`src/sv/stt_pkg.sv`:
```
package stt_pkg;

  localparam int unsigned OffsetBits   = 24;
  localparam int unsigned PositionBits = 16;
  localparam int unsigned KeywordChars = 8;

  localparam logic [OffsetBits-1:0]   OffMax = {OffsetBits{1'b1}};
  localparam logic [PositionBits-1:0] PosMax = {PositionBits{1'b1}};
  localparam logic [15:0]             LenMax = 16'hFFFF;

  // mode codes
  localparam logic [3:0] MIdle     = 4'd0;
  localparam logic [3:0] MIdent    = 4'd1;
  localparam logic [3:0] MNumber   = 4'd2;
  localparam logic [3:0] MFraction = 4'd3;
  localparam logic [3:0] MString   = 4'd4;
  localparam logic [3:0] MEscape   = 4'd5;
  localparam logic [3:0] MComment  = 4'd6;
  localparam logic [3:0] MEnded    = 4'd7;

  // held operator codes
  localparam logic [2:0] PNone  = 3'd0;
  localparam logic [2:0] PSlash = 3'd1;
  localparam logic [2:0] PEq    = 3'd2;
  localparam logic [2:0] PBang  = 3'd3;
  localparam logic [2:0] PLt    = 3'd4;
  localparam logic [2:0] PGt    = 3'd5;
  localparam logic [2:0] PDot   = 3'd6;

  // result kinds
  localparam logic [5:0] KEnd     = 6'd0;
  localparam logic [5:0] KIdent   = 6'd1;
  localparam logic [5:0] KNumber  = 6'd2;
  localparam logic [5:0] KString  = 6'd3;
  localparam logic [5:0] KKw0     = 6'd4;
  localparam logic [5:0] KLParen  = 6'd24;
  localparam logic [5:0] KRParen  = 6'd25;
  localparam logic [5:0] KLBrace  = 6'd26;
  localparam logic [5:0] KRBrace  = 6'd27;
  localparam logic [5:0] KSemi    = 6'd28;
  localparam logic [5:0] KComma   = 6'd29;
  localparam logic [5:0] KDot     = 6'd30;
  localparam logic [5:0] KAssign  = 6'd31;
  localparam logic [5:0] KBang    = 6'd33;
  localparam logic [5:0] KLt      = 6'd35;
  localparam logic [5:0] KGt      = 6'd37;
  localparam logic [5:0] KPlus    = 6'd39;
  localparam logic [5:0] KMinus   = 6'd40;
  localparam logic [5:0] KStar    = 6'd41;
  localparam logic [5:0] KSlash   = 6'd42;
  localparam logic [5:0] KStrByte = 6'd44;
  localparam logic [5:0] KBadChar = 6'd45;
  localparam logic [5:0] KUnterm  = 6'd46;

  localparam int unsigned NumKw = 20;

  typedef logic [KeywordChars*8-1:0] word_t;

  typedef struct packed {
    logic [5:0]  kind;
    logic [23:0] start_offset;
    logic [15:0] token_length;
    logic [15:0] token_line;
    logic [15:0] token_col;
    logic [7:0]  string_byte;
  } token_t;

  // keyword text, first character in the low byte
  function automatic word_t kw_text(input logic [4:0] k);
    word_t w;
    w = '0;
    case (k)
      5'd0:  w[23:0] = {"t", "e", "l"};
      5'd1:  w[39:0] = {"t", "n", "i", "r", "p"};
      5'd2:  w[15:0] = {"f", "i"};
      5'd3:  w[31:0] = {"e", "s", "l", "e"};
      5'd4:  w[39:0] = {"e", "l", "i", "h", "w"};
      5'd5:  w[31:0] = {"e", "u", "r", "t"};
      5'd6:  w[39:0] = {"e", "s", "l", "a", "f"};
      5'd7:  w[23:0] = {"l", "i", "n"};
      5'd8:  w[23:0] = {"d", "n", "a"};
      5'd9:  w[15:0] = {"r", "o"};
      5'd10: w[15:0] = {"i", "u"};
      5'd11: w[31:0] = {"t", "i", "n", "i"};
      5'd12: w[31:0] = {"t", "x", "e", "t"};
      5'd13: w[47:0] = {"n", "o", "t", "t", "u", "b"};
      5'd14: w[39:0] = {"t", "u", "p", "n", "i"};
      5'd15: w[23:0] = {"n", "u", "r"};
      5'd16: w[39:0] = {"r", "a", "e", "l", "c"};
      5'd17: w[39:0] = {"e", "l", "t", "i", "t"};
      5'd18: w[47:0] = {"t", "c", "e", "l", "e", "s"};
      5'd19: w[63:0] = {"x", "o", "b", "k", "c", "e", "h", "c"};
      default: w = '0;
    endcase
    return w;
  endfunction

  function automatic logic [3:0] kw_len(input logic [4:0] k);
    logic [3:0] l;
    case (k)
      5'd0, 5'd7, 5'd8, 5'd15:                 l = 4'd3;
      5'd1, 5'd4, 5'd6, 5'd14, 5'd16, 5'd17:   l = 4'd5;
      5'd2, 5'd9, 5'd10:                       l = 4'd2;
      5'd3, 5'd5, 5'd11, 5'd12:                l = 4'd4;
      5'd13, 5'd18:                            l = 4'd6;
      5'd19:                                   l = 4'd8;
      default:                                 l = 4'd0;
    endcase
    return l;
  endfunction

  function automatic logic alpha_char(input logic [7:0] c);
    return (c >= "a" && c <= "z") || (c >= "A" && c <= "Z") || c == "_";
  endfunction

  function automatic logic digit_char(input logic [7:0] c);
    return c >= "0" && c <= "9";
  endfunction

endpackage

```
`src/sv/stt_if.sv`:
```
interface stt_in_if;
  logic       valid;
  logic       ready;
  logic [7:0] text_byte;
  logic       end_of_text;
  modport source (output valid, text_byte, end_of_text, input ready);
  modport sink (input valid, text_byte, end_of_text, output ready);
endinterface

interface stt_out_if;
  logic        valid;
  logic        ready;
  logic [5:0]  kind;
  logic [23:0] start_offset;
  logic [15:0] token_length;
  logic [15:0] token_line;
  logic [15:0] token_col;
  logic [7:0]  string_byte;
  logic        last;
  modport source (output valid, kind, start_offset, token_length, token_line, token_col,
                  string_byte, last, input ready);
  modport sink (input valid, kind, start_offset, token_length, token_line, token_col,
                string_byte, last, output ready);
endinterface

```
`src/sv/stt_kw_match.sv`:
```
module stt_kw_match (
  input  stt_pkg::word_t word_i,
  input  logic [15:0]    len_i,
  output logic [5:0]     kind_o
);

  always_comb begin
    kind_o = stt_pkg::KIdent;
    for (int k = stt_pkg::NumKw - 1; k >= 0; k--) begin
      if (len_i == {12'd0, stt_pkg::kw_len(5'(k))} && word_i == stt_pkg::kw_text(5'(k))) begin
        kind_o = stt_pkg::KKw0 + 6'(k);
      end
    end
  end

endmodule

```
`src/sv/stt_core.sv`:
```
// one item per cycle while step_i is high: state update plus up to three results for the result queue
module stt_core (
  input  logic                clk_i,
  input  logic                rst_ni,
  input  logic                step_i,
  input  logic [7:0]          text_byte_i,
  input  logic                end_of_text_i,
  output stt_pkg::token_t     res_o [3],
  output logic [1:0]          res_n_o
);

  logic [3:0]  mode_q, mode_d;
  logic [2:0]  pend_q, pend_d;
  stt_pkg::word_t word_q, word_d;
  logic [15:0] len_q, len_d;
  logic [23:0] rs_off_q, rs_off_d;
  logic [15:0] rs_line_q, rs_line_d, rs_col_q, rs_col_d;
  logic [23:0] off_q, off_d;
  logic [15:0] line_q, line_d, col_q, col_d;
  logic        halt_q, halt_d;
  logic [23:0] op_off_q, op_off_d;
  logic [15:0] op_line_q, op_line_d, op_col_q, op_col_d;

  logic [7:0]  c;
  logic        eot, fall;
  logic [5:0]  kw_kind, k1;
  logic [15:0] len_inc;

  stt_kw_match u_kw (.word_i(word_q), .len_i(len_q), .kind_o(kw_kind));

  assign len_inc = (len_q < stt_pkg::LenMax) ? len_q + 16'd1 : len_q;

  function automatic stt_pkg::token_t tok(input logic [5:0] k, input logic [23:0] o,
                                          input logic [15:0] l, input logic [15:0] ln,
                                          input logic [15:0] cl, input logic [7:0] sb);
    stt_pkg::token_t t;
    t.kind = k; t.start_offset = o; t.token_length = l;
    t.token_line = ln; t.token_col = cl; t.string_byte = sb;
    return t;
  endfunction

  always_comb begin
    mode_d = mode_q; pend_d = pend_q; word_d = word_q; len_d = len_q;
    rs_off_d = rs_off_q; rs_line_d = rs_line_q; rs_col_d = rs_col_q;
    off_d = off_q; line_d = line_q; col_d = col_q; halt_d = halt_q;
    op_off_d = op_off_q; op_line_d = op_line_q; op_col_d = op_col_q;
    res_o[0] = '0; res_o[1] = '0; res_o[2] = '0;
    res_n_o = 2'd0;
    fall = 1'b0;
    k1 = stt_pkg::KEnd;
    eot = end_of_text_i || (text_byte_i == 8'd0);
    c = eot ? 8'd0 : text_byte_i;

    if (halt_q) begin
      // nothing
    end else if (mode_q == stt_pkg::MEnded) begin
      res_o[0] = tok(stt_pkg::KEnd, off_q, 16'd0, line_q, col_q, 8'd0);
      res_n_o = 2'd1;
    end else begin
      case (mode_q)
        stt_pkg::MString: begin
          if (eot) begin
            res_o[0] = tok(stt_pkg::KUnterm, rs_off_q, 16'd0, rs_line_q, rs_col_q, 8'd0);
            res_n_o = 2'd1; halt_d = 1'b1;
          end else if (c == "\"") begin
            len_d = len_inc;
            res_o[0] = tok(stt_pkg::KString, rs_off_q, len_inc, rs_line_q, rs_col_q, 8'd0);
            res_n_o = 2'd1; mode_d = stt_pkg::MIdle;
          end else if (c == "\\") begin
            len_d = len_inc; mode_d = stt_pkg::MEscape;
          end else begin
            len_d = len_inc;
            res_o[0] = tok(stt_pkg::KStrByte, rs_off_q, 16'd0, rs_line_q, rs_col_q, c);
            res_n_o = 2'd1;
          end
        end
        stt_pkg::MEscape: begin
          if (eot) begin
            res_o[0] = tok(stt_pkg::KUnterm, rs_off_q, 16'd0, rs_line_q, rs_col_q, 8'd0);
            res_n_o = 2'd1; halt_d = 1'b1;
          end else begin
            len_d = len_inc; mode_d = stt_pkg::MString;
            res_o[0] = tok(stt_pkg::KStrByte, rs_off_q, 16'd0, rs_line_q, rs_col_q,
                           (c == "n") ? 8'h0A : (c == "t") ? 8'h09 : (c == "r") ? 8'h0D : c);
            res_n_o = 2'd1;
          end
        end
        stt_pkg::MComment: begin
          if (eot || c == 8'h0A) begin
            mode_d = stt_pkg::MIdle; fall = 1'b1;
          end
        end
        stt_pkg::MIdent: begin
          if (!eot && (stt_pkg::alpha_char(c) || stt_pkg::digit_char(c))) begin
            for (int i = 0; i < stt_pkg::KeywordChars; i++) begin
              if (len_q == 16'(i)) word_d[i*8 +: 8] = c;
            end
            len_d = len_inc;
          end else begin
            res_o[0] = tok(kw_kind, rs_off_q, len_q, rs_line_q, rs_col_q, 8'd0);
            res_n_o = 2'd1; mode_d = stt_pkg::MIdle; fall = 1'b1;
          end
        end
        stt_pkg::MNumber: begin
          if (pend_q == stt_pkg::PDot) begin
            pend_d = stt_pkg::PNone;
            if (!eot && stt_pkg::digit_char(c)) begin
              len_d = (len_q < 16'hFFFE) ? len_q + 16'd2 : stt_pkg::LenMax;
              mode_d = stt_pkg::MFraction;
            end else begin
              res_o[0] = tok(stt_pkg::KNumber, rs_off_q, len_q, rs_line_q, rs_col_q, 8'd0);
              res_o[1] = tok(stt_pkg::KDot, op_off_q, 16'd1, op_line_q, op_col_q, 8'd0);
              res_n_o = 2'd2; mode_d = stt_pkg::MIdle; fall = 1'b1;
            end
          end else if (!eot && stt_pkg::digit_char(c)) begin
            len_d = len_inc;
          end else if (!eot && c == ".") begin
            pend_d = stt_pkg::PDot;
            op_off_d = off_q; op_line_d = line_q; op_col_d = col_q;
          end else begin
            res_o[0] = tok(stt_pkg::KNumber, rs_off_q, len_q, rs_line_q, rs_col_q, 8'd0);
            res_n_o = 2'd1; mode_d = stt_pkg::MIdle; fall = 1'b1;
          end
        end
        stt_pkg::MFraction: begin
          if (!eot && stt_pkg::digit_char(c)) begin
            len_d = len_inc;
          end else begin
            res_o[0] = tok(stt_pkg::KNumber, rs_off_q, len_q, rs_line_q, rs_col_q, 8'd0);
            res_n_o = 2'd1; mode_d = stt_pkg::MIdle; fall = 1'b1;
          end
        end
        default: begin
          mode_d = stt_pkg::MIdle;
          pend_d = stt_pkg::PNone;
          if (pend_q == stt_pkg::PSlash) begin
            if (!eot && c == "/") begin
              mode_d = stt_pkg::MComment;
            end else begin
              res_o[0] = tok(stt_pkg::KSlash, op_off_q, 16'd1, op_line_q, op_col_q, 8'd0);
              res_n_o = 2'd1; fall = 1'b1;
            end
          end else if (pend_q >= stt_pkg::PEq && pend_q <= stt_pkg::PGt) begin
            case (pend_q)
              stt_pkg::PEq:   k1 = stt_pkg::KAssign;
              stt_pkg::PBang: k1 = stt_pkg::KBang;
              stt_pkg::PLt:   k1 = stt_pkg::KLt;
              default:        k1 = stt_pkg::KGt;
            endcase
            if (!eot && c == "=") begin
              res_o[0] = tok(k1 + 6'd1, op_off_q, 16'd2, op_line_q, op_col_q, 8'd0);
              res_n_o = 2'd1;
            end else begin
              res_o[0] = tok(k1, op_off_q, 16'd1, op_line_q, op_col_q, 8'd0);
              res_n_o = 2'd1; fall = 1'b1;
            end
          end else begin
            fall = 1'b1;
          end
        end
      endcase

      // byte handling with nothing open
      if (fall) begin
        if (eot) begin
          res_o[res_n_o] = tok(stt_pkg::KEnd, off_q, 16'd0, line_q, col_q, 8'd0);
          res_n_o = res_n_o + 2'd1; mode_d = stt_pkg::MEnded;
        end else if (c == " " || c == 8'h09 || c == 8'h0D || c == 8'h0A) begin
          // blank
        end else if (stt_pkg::alpha_char(c) || stt_pkg::digit_char(c) || c == "\"") begin
          mode_d = stt_pkg::alpha_char(c) ? stt_pkg::MIdent :
                   stt_pkg::digit_char(c) ? stt_pkg::MNumber : stt_pkg::MString;
          len_d = 16'd1; rs_off_d = off_q; rs_line_d = line_q; rs_col_d = col_q;
          word_d = {{(stt_pkg::KeywordChars*8-8){1'b0}}, c};
        end else if (c == "/" || c == "=" || c == "!" || c == "<" || c == ">") begin
          pend_d = (c == "/") ? stt_pkg::PSlash : (c == "=") ? stt_pkg::PEq :
                   (c == "!") ? stt_pkg::PBang : (c == "<") ? stt_pkg::PLt : stt_pkg::PGt;
          op_off_d = off_q; op_line_d = line_q; op_col_d = col_q;
        end else begin
          case (c)
            "(":     k1 = stt_pkg::KLParen;
            ")":     k1 = stt_pkg::KRParen;
            "{":     k1 = stt_pkg::KLBrace;
            "}":     k1 = stt_pkg::KRBrace;
            ";":     k1 = stt_pkg::KSemi;
            ",":     k1 = stt_pkg::KComma;
            ".":     k1 = stt_pkg::KDot;
            "+":     k1 = stt_pkg::KPlus;
            "-":     k1 = stt_pkg::KMinus;
            "*":     k1 = stt_pkg::KStar;
            default: k1 = stt_pkg::KBadChar;
          endcase
          if (k1 == stt_pkg::KBadChar) begin
            res_o[res_n_o] = tok(k1, off_q, 16'd0, line_q, col_q, 8'd0);
            halt_d = 1'b1;
          end else begin
            res_o[res_n_o] = tok(k1, off_q, 16'd1, line_q, col_q, 8'd0);
          end
          res_n_o = res_n_o + 2'd1;
        end
      end

      if (!eot && !halt_d) begin
        if (off_q < stt_pkg::OffMax) off_d = off_q + 24'd1;
        if (c == 8'h0A) begin
          if (line_q < stt_pkg::PosMax) line_d = line_q + 16'd1;
          col_d = 16'd1;
        end else if (col_q < stt_pkg::PosMax) begin
          col_d = col_q + 16'd1;
        end
      end
    end
  end

  always_ff @(posedge clk_i or negedge rst_ni) begin
    if (!rst_ni) begin
      mode_q <= stt_pkg::MIdle; pend_q <= stt_pkg::PNone; word_q <= '0; len_q <= '0;
      rs_off_q <= '0; rs_line_q <= 16'd1; rs_col_q <= 16'd1;
      off_q <= '0; line_q <= 16'd1; col_q <= 16'd1; halt_q <= 1'b0;
      op_off_q <= '0; op_line_q <= 16'd1; op_col_q <= 16'd1;
    end else if (step_i) begin
      mode_q <= mode_d; pend_q <= pend_d; word_q <= word_d; len_q <= len_d;
      rs_off_q <= rs_off_d; rs_line_q <= rs_line_d; rs_col_q <= rs_col_d;
      off_q <= off_d; line_q <= line_d; col_q <= col_d; halt_q <= halt_d;
      op_off_q <= op_off_d; op_line_q <= op_line_d; op_col_q <= op_col_d;
    end
  end

  a_halt_sticky: assert property (@(posedge clk_i) disable iff (!rst_ni)
    halt_q |=> halt_q) else $error("halt flag cleared");
  a_halt_silent: assert property (@(posedge clk_i) disable iff (!rst_ni)
    halt_q |-> res_n_o == 2'd0) else $error("results while halted");
  a_line_pos: assert property (@(posedge clk_i) disable iff (!rst_ni)
    line_q != 16'd0 && col_q != 16'd0) else $error("position reached zero");

endmodule

```
`src/sv/source_text_tokenizer_top.sv`:
```
// channel | dir | payload
// in_i    | in  | text_byte, end_of_text
// out_o   | out | kind, start_offset, token_length, token_line, token_col, string_byte, last
// one item per cycle while in_i.ready is high: the byte is decoded in the cycle it is taken
// and its 0..3 results go into a 4-deep result queue; results leave one per cycle while
// out_o.ready is high, from the cycle after input is taken; input is ready while the queue
// holds at most one result, or two with one leaving; with the output always ready, a
// three-result item holds input off while the queue holds three results; items that give
// two or more results in a row slow down to one result per cycle; rst_ni clears state and the queue asynchronously
module source_text_tokenizer_top (
  input logic         clk_i,
  input logic         rst_ni,
  stt_in_if.sink      in_i,
  stt_out_if.source   out_o
);

  typedef struct packed {
    stt_pkg::token_t tok;
    logic            last;
  } entry_t;

  stt_pkg::token_t res [3];
  logic [1:0] res_n;
  logic       step;
  entry_t     fifo_q [4];
  logic [1:0] rd_q, wr_q;
  logic [2:0] cnt_q;
  logic       pop;

  assign in_i.ready = (cnt_q <= 3'd1) || (cnt_q == 3'd2 && pop);
  assign step = in_i.valid && in_i.ready;
  assign pop = out_o.valid && out_o.ready;

  stt_core u_core (
    .clk_i, .rst_ni, .step_i(step),
    .text_byte_i(in_i.text_byte), .end_of_text_i(in_i.end_of_text),
    .res_o(res), .res_n_o(res_n)
  );

  always_ff @(posedge clk_i) begin
    if (step) begin
      for (int i = 0; i < 3; i++) begin
        if (2'(i) < res_n) begin
          fifo_q[wr_q + 2'(i)] <= '{tok: res[i], last: (2'(i + 1) == res_n)};
        end
      end
    end
  end

  always_ff @(posedge clk_i or negedge rst_ni) begin
    if (!rst_ni) begin
      rd_q <= '0; wr_q <= '0; cnt_q <= '0;
    end else begin
      if (step) wr_q <= wr_q + res_n;
      if (pop) rd_q <= rd_q + 2'd1;
      cnt_q <= cnt_q + (step ? {1'b0, res_n} : 3'd0) - {2'b0, pop};
    end
  end

  assign out_o.valid        = cnt_q != 3'd0;
  assign out_o.kind         = fifo_q[rd_q].tok.kind;
  assign out_o.start_offset = fifo_q[rd_q].tok.start_offset;
  assign out_o.token_length = fifo_q[rd_q].tok.token_length;
  assign out_o.token_line   = fifo_q[rd_q].tok.token_line;
  assign out_o.token_col    = fifo_q[rd_q].tok.token_col;
  assign out_o.string_byte  = fifo_q[rd_q].tok.string_byte;
  assign out_o.last         = fifo_q[rd_q].last;

  a_no_overflow: assert property (@(posedge clk_i) disable iff (!rst_ni)
    cnt_q <= 3'd4) else $error("result queue overflow");
  a_room: assert property (@(posedge clk_i) disable iff (!rst_ni)
    step |-> (cnt_q - {2'b0, pop} + {1'b0, res_n}) <= 3'd4) else $error("no room for results");
  a_ptr: assert property (@(posedge clk_i) disable iff (!rst_ni)
    (cnt_q != 3'd4) |-> (wr_q - rd_q) == cnt_q[1:0]) else $error("queue pointers disagree");

endmodule

```
`src/flat_wrapper.sv`:
```
// flat-port wrapper written by rule: the top's interface ports become plain ports
module source_text_tokenizer_top_flat 
  (clk_i, rst_ni, in_i_valid, in_i_text_byte, in_i_end_of_text, in_i_ready, out_o_valid, out_o_kind, out_o_start_offset, out_o_token_length, out_o_token_line, out_o_token_col, out_o_string_byte, out_o_last, out_o_ready);
  stt_in_if in_i_i ();
  stt_out_if out_o_i ();
  input logic clk_i;
  input logic rst_ni;
  input wire logic [$bits(in_i_i.valid)-1:0] in_i_valid;
  input wire logic [$bits(in_i_i.text_byte)-1:0] in_i_text_byte;
  input wire logic [$bits(in_i_i.end_of_text)-1:0] in_i_end_of_text;
  output wire logic [$bits(in_i_i.ready)-1:0] in_i_ready;
  output wire logic [$bits(out_o_i.valid)-1:0] out_o_valid;
  output wire logic [$bits(out_o_i.kind)-1:0] out_o_kind;
  output wire logic [$bits(out_o_i.start_offset)-1:0] out_o_start_offset;
  output wire logic [$bits(out_o_i.token_length)-1:0] out_o_token_length;
  output wire logic [$bits(out_o_i.token_line)-1:0] out_o_token_line;
  output wire logic [$bits(out_o_i.token_col)-1:0] out_o_token_col;
  output wire logic [$bits(out_o_i.string_byte)-1:0] out_o_string_byte;
  output wire logic [$bits(out_o_i.last)-1:0] out_o_last;
  input wire logic [$bits(out_o_i.ready)-1:0] out_o_ready;
  assign in_i_i.valid = in_i_valid;
  assign in_i_i.text_byte = in_i_text_byte;
  assign in_i_i.end_of_text = in_i_end_of_text;
  assign in_i_ready = in_i_i.ready;
  assign out_o_valid = out_o_i.valid;
  assign out_o_kind = out_o_i.kind;
  assign out_o_start_offset = out_o_i.start_offset;
  assign out_o_token_length = out_o_i.token_length;
  assign out_o_token_line = out_o_i.token_line;
  assign out_o_token_col = out_o_i.token_col;
  assign out_o_string_byte = out_o_i.string_byte;
  assign out_o_last = out_o_i.last;
  assign out_o_i.ready = out_o_ready;
  source_text_tokenizer_top u_core (.clk_i(clk_i), .rst_ni(rst_ni), .in_i(in_i_i), .out_o(out_o_i));
endmodule
```
`config.mk`:
```
export PLATFORM = sky130hd
export DESIGN_NAME = source_text_tokenizer_top_flat
export DESIGN_NICKNAME = d
export VERILOG_FILES = /design/src/sv/stt_pkg.sv /design/src/sv/stt_if.sv /design/src/sv/stt_kw_match.sv /design/src/sv/stt_core.sv /design/src/sv/source_text_tokenizer_top.sv /design/src/flat_wrapper.sv
export SDC_FILE = /design/constraint.sdc
export NUM_CORES = 2
export LEC_CHECK = 0
export ABC_CLOCK_PERIOD_IN_PS = 10700
export BUFFER_PORTS_ARGS = -buffer_cell sky130_fd_sc_hd__buf_4
export CAP_MARGIN = 0
export CORE_MARGIN = 2
export CORE_UTILIZATION = 55
export CTS_BUF_LIST = sky130_fd_sc_hd__clkbuf_4 sky130_fd_sc_hd__clkbuf_8
export CTS_CLUSTER_DIAMETER = 120
export DETAILED_ROUTE_END_ITERATION = 8
export PLACE_DENSITY = 0.72
export SLEW_MARGIN = 20
export SYNTH_ARGS = -nofsm -noshare
export SYNTH_HDL_FRONTEND = slang
export SYNTH_SLANG_ARGS = --single-unit
```
`constraint.sdc`:
```
create_clock -name clk_i -period 10.7 [get_ports clk_i]
set_input_delay 1.07 -clock clk_i [delete_from_list [all_inputs] [get_ports clk_i]]
set_output_delay 1.07 -clock clk_i [all_outputs]
set_load 0.01 [all_outputs]
```
[Word level (Yosys, flattened, before mapping)]
Memory sizes are Yosys's and may differ from the RTL's.
Index checks and enable logic that the tools add are counted.
Operators by class
  order comparisons: 19
  reductions and logical operators: 62
  equality and inequality tests: 70
  muxes and demuxes: 218
  bitwise gates (word level): 5
  add/sub/neg operators: 13
Operators by type and width (count)
  258-bit two-way mux: 7
  86-bit two-way mux: 17
  258-bit bitwise mux: 3
  86-bit case mux with 6 select lines: 1
  16-bit two-way mux: 31
  64-bit by 39-bit == test with 1-bit output, second input constant: 6
  64-bit two-way mux: 6
  82-bit two-way mux: 4
  64-bit by 23-bit == test with 1-bit output, second input constant: 4
  64-bit by 31-bit == test with 1-bit output, second input constant: 4
  24-bit two-way mux: 9
  64-bit by 15-bit == test with 1-bit output, second input constant: 3
  86-bit demux with 2-bit select: 1
  172-bit two-way mux: 1
  168-bit two-way mux: 1
  64-bit by 47-bit == test with 1-bit output, second input constant: 2
  8-bit by 6-bit == test with 1-bit output, second input constant: 15
  5-bit two-way mux: 20
  8-bit two-way mux: 12
  6-bit two-way mux: 12
  16-bit by 3-bit == test with 1-bit output, second input constant: 4
  64-bit by 63-bit == test with 1-bit output, second input constant: 1
  16-bit less-than comparator, second input constant: 4
  16-bit case mux with 4 select lines: 1
  61 further kinds: 218
Word-level totals
  memories: 1
  logic and storage cells: 405
  output and inout bits: 89
  register bits after elaboration: 263
  bits in writable memories: 348
Memories
  u_core.fifo_q: words 4, bits a word 87, read ports 1, clocked after memory_dff 0, wr ports 3, line source_text_tokenizer_top.sv:25  | entry_t fifo_q [4];

[Logic depth before layout (Yosys ltp)]
  word-level depth: 35
  depth in mapped cells: 17
  mapped depth without buffers: 14

[Modules after synthesis]
A second synthesis with hierarchy kept.
Second synthesis, totals
  cell total of the unflattened synthesis: 3533
  area, all modules: 38212.9 um^2
By module, submodules not included
  source_text_tokenizer_top: cells an instance 1485, seq. area each 10625.2 um^2, instances 1, area an instance 20908.8 um^2
  stt_core: cells an instance 1863, seq. area each 6413.7 um^2, instances 1, area an instance 15969.1 um^2
  stt_kw_match: cells an instance 185, seq. area each 0.0 um^2, instances 1, area an instance 1335.0 um^2

[Worst setup path before layout]
No wires, ideal clock.
  path type: input -> register
  start point: in in_i_text_byte[7]
  end point: mem u_core.fifo_q[2][0] (netlist name) (enable)
  arrival: 9.446 ns
  path buffers: 1
  path slack: 0.594 ns
  stages on the path: 9
  required time: 10.040 ns
  path through: clkbuf_1 -> or3b_4 -> o41a_1 -> a22oi_1 -> o221ai_2 -> ha_1 -> nand3_1 -> a21oi_1 -> o31ai_1
RTL lines
  start: declaration: line flat_wrapper.sv:9  | input wire logic [$bits(in_i_i.text_byte)-1:0] in_i_text_byte;
  end: declaration: line source_text_tokenizer_top.sv:25

==> metrics.log <==
[metrics] status: finished, final reports clean
[metrics] final-layout worst hold slack: 388 ps
[metrics] IO buf count: 101
[metrics] biggest area contributors in the synthesized netlist: sky130_fd_sc_hd__edfxtp_1 (30%), sky130_fd_sc_hd__dfrtp_1 (19%), sky130_fd_sc_hd__mux4_2 (5.7%)
[metrics] global-route wire length before repair: 174000 microns
[metrics] number of endpoints failing setup at the final stage: 0
[metrics] Avg WL per Cell: 27.4 microns
[metrics] CP Data Required Time: 11030 ps
[metrics] worst slew margin relative to its limit: 0.250
[metrics] dominant synthesized flop cell: sky130_fd_sc_hd__edfxtp_1
[metrics] proportion of layout cells with a drive suffix above 1: 0.183
[metrics] Pins Over Slew Limit: 0
[metrics] post-synthesis to final-layout area growth: 9.82%
[metrics] routability-driven placement congestion ratio: 0.979
[metrics] via count of the first global-routing pass: 29156
[metrics] Max Fclk: 147 MHz
[metrics] total of flip-flops plus latches after synthesis: 611
[metrics] max capacitance violation total: 0
[metrics] TritonCTS clock tree: done
[metrics] setup TNS after final layout: 0 ps
[metrics] post-CTS setup repair buffer count: 0
[metrics] number of nets produced by synthesis: 3341
[metrics] type of destination of the critical path: flip-flop
[metrics] final number of hold-violating endpoints: 0
[metrics] total global routing overflow: 0
[metrics] critical path arrival: 7130 ps
[metrics] initial antenna violation count: 1
[metrics] Cell Count Post-Placement: 4014
[metrics] min cycle time layout: 6790 ps
[metrics] RSZ-0062 raised after global routing: false
[metrics] Tcrit/Tclk final: 0.635
[metrics] hpwl dp: 70200 microns
[metrics] Vias: 29910
[metrics] core area: 0.0618 sq mm
[metrics] portion of the post-synthesis area used by sequential elements: 0.495
[metrics] async set or reset register ratio after synthesis: 0.430
[metrics] post-CTS sizing: 0
[metrics] count of boundary I/O pins: 102
[metrics] count of distinct cell types in the synthesized netlist: 93
[metrics] final standard cell utilization of the core: 0.611
[metrics] Startpoint Class: flip-flop
[metrics] peak supply drop: 0.135 mV
[metrics] total power divided by cell area: 138 mW/mm^2
[metrics] clock latency on the worst-skew pair: 740 ps
[metrics] leading area contributor after synthesis: sky130_fd_sc_hd__edfxtp_1
[metrics] antenna violation net count after detailed routing: 0
[metrics] cell area after technology mapping: 0.0344 sq mm
[metrics] maximum level of the CTS H-tree: 3
[metrics] Synth top cells by count: sky130_fd_sc_hd__nand2_1 (480), sky130_fd_sc_hd__edfxtp_1 (348), sky130_fd_sc_hd__nor2_1 (331)
[metrics] number of warnings reported in the yosys synthesis log: 0
[metrics] Overall Power: 5.21 mW
[metrics] starting density of the core: 0.557
[metrics] clock tree skew after final layout: 55.1 ps
[metrics] Avg Cell Area, Syn: 10.4 sq um
[metrics] Gate Count Post-Synth: 3312
[metrics] quantity of hold-fixing buffers added after cts: 0
[metrics] standard-cell row count: 91
[metrics] width of the die: 254 microns
[metrics] leakage component of the power: 13.3 nW
[metrics] maximum fanout count along the critical path: 59
[metrics] overall global routing resource usage: 0.354
[metrics] final cell count without fillers: 4206
[metrics] first drt pass iteration count: 6
[metrics] Net count, final: 3311
[metrics] total clock sinks: 611
[metrics] root buffer cell: sky130_fd_sc_hd__clkbuf_8
[metrics] share of Yosys cell area claimed by the top area cell type: 0.304
[metrics] Least-Margin Pin Slew: 1120 ps
[metrics] Iteration-0 DRC Markers: 4106
[metrics] overall die height: 254 microns
[metrics] maximum number of pins on one net before global-route repair: 141
[metrics] via count normalized by instance count: 7.11
[metrics] final routed wirelength across all metal layers: 115000 microns
[metrics] number of enable-type register cells in the synthesized netlist: 348
[metrics] Bufs on Longest Clock Path: 3
[metrics] worst hold-check path type: in2async
[metrics] Num CTS Buffers: 102
[metrics] final routed DRC violation total: 0
[metrics] register clock-pin slew on the reported worst setup and hold paths: 60 ps
[metrics] most frequent cell after synthesis: sky130_fd_sc_hd__nand2_1
[metrics] Die Footprint: 0.0646 sq mm
[metrics] start-to-end type of the worst setup path: reg2reg
-- through the flow --
step	worst slack (ps)	instance area, sq um
final	3910	37800
after global routing	3660	37800
after CTS	4030	37800
after detailed placement	3660	35600
after global placement	3770	35600
after floorplan	594	34400
-- registers in the layout (all words and copies together), names as in the netlist, 3 cells and up --
signal and count:
u_core.u_core.op_col_q 16, u_core.u_core.pend_q 3, u_core.u_core.op_off_q 24, u_core.u_core.line_q 16, u_core.u_core.rs_col_q 16, u_core.u_core.rs_off_q 24, u_core.cnt_q 3, u_core.fifo_q 348
u_core.u_core.off_q 24, u_core.u_core.rs_line_q 16, u_core.u_core.word_q 64, u_core.u_core.mode_q 4, u_core.u_core.op_line_q 16, u_core.u_core.col_q 16, u_core.u_core.len_q 16
-- power by group --
group	switching (mW)	internal, mW	leakage [nW]
clock network	0.992	1.24	1.17
registers	0.0565	2.48	6.11
logic	0.252	0.184	6.04
total	1.30	3.91	13.3
-- placed cells by master (no fill, tap or decap), types with 60 or more instances in the layout --
cell                         n
sky130_fd_sc_hd__nand3_1   130
sky130_fd_sc_hd__a221oi_1   94
sky130_fd_sc_hd__o21ai_0   161
sky130_fd_sc_hd__nor2_1    324
sky130_fd_sc_hd__clkbuf_8  117
sky130_fd_sc_hd__edfxtp_1  348
sky130_fd_sc_hd__nand2_1   478
sky130_fd_sc_hd__dfrtp_1   255
sky130_fd_sc_hd__mux4_2     87
sky130_fd_sc_hd__buf_4     152
sky130_fd_sc_hd__nand4_1    60
sky130_fd_sc_hd__o211ai_1   83
sky130_fd_sc_hd__nor3_1     64
sky130_fd_sc_hd__a21oi_1    60
sky130_fd_sc_hd__o221ai_1   72
sky130_fd_sc_hd__mux2_2    118
-- area by class of cell --
cell class,count,area [sq um]
Clock inverter,33,279
Sequential cell,611,17000
Fill cell,4950,24000
Antenna cell,1,2.50
Tap cell,837,1050
Inverter,29,109
Timing Repair Buffer,155,1200
Multi-Input combinational cell,2383,16200
Clock buffer,157,1910
-- cells by family after synthesis --
group	share of synthesized area
DFF	0.495
xor gates and xnor gates	0.0181
muxes	0.0958
and+or+nand+nor	0.181
AOI/OAI and AO/OA	0.165
adders and majority gates	0.00604
buffers and inverters	0.0392
-- worst max-delay path, stage by stage, from the launching register on --
cell and delay (ps):
sky130_fd_sc_hd__dfrtp_1 620, sky130_fd_sc_hd__and3b_1 650, sky130_fd_sc_hd__nand2_1 350, sky130_fd_sc_hd__nor2_2 160, sky130_fd_sc_hd__buf_4 430, sky130_fd_sc_hd__inv_1 280, sky130_fd_sc_hd__ha_1 450, sky130_fd_sc_hd__nor2_1 220
sky130_fd_sc_hd__nand4b_4 220, sky130_fd_sc_hd__or2_2 320, sky130_fd_sc_hd__buf_4 340, sky130_fd_sc_hd__nand2_2 910, sky130_fd_sc_hd__a21o_4 790, sky130_fd_sc_hd__buf_4 560
-- worst paths after layout --
kind	end	start	slack, ps	cells after the start
max	u_core.fifo_q[0][72]	u_core.u_core.pend_q[2]	3910	13
min	u_core.u_core.len_q[10]	rst_ni	390	1
max reg2reg	u_core.fifo_q[0][72]	u_core.u_core.pend_q[2]	3910	13
min reg2reg	u_core.u_core.word_q[52]	u_core.u_core.word_q[52]	480	2
max in group asynchronous	u_core.u_core.op_off_q[10]	rst_ni	8830	2
min in group clk_i	u_core.u_core.word_q[52]	u_core.u_core.word_q[52]	480	2
-- per-layer routing --
layer  wire length (microns)  GRT usage  vias to the layer above  part of all wire
met5                       0          0                        -                 0
met1                   42600      0.462                    14472              0.37
li1                        -          -                    12629                 -
met4                    6180      0.188                        0             0.054
met2                   52800      0.557                     2305              0.46
met3                   13600     0.0761                      504              0.12
No activity file was read; power rests on OpenSTA's default activity.
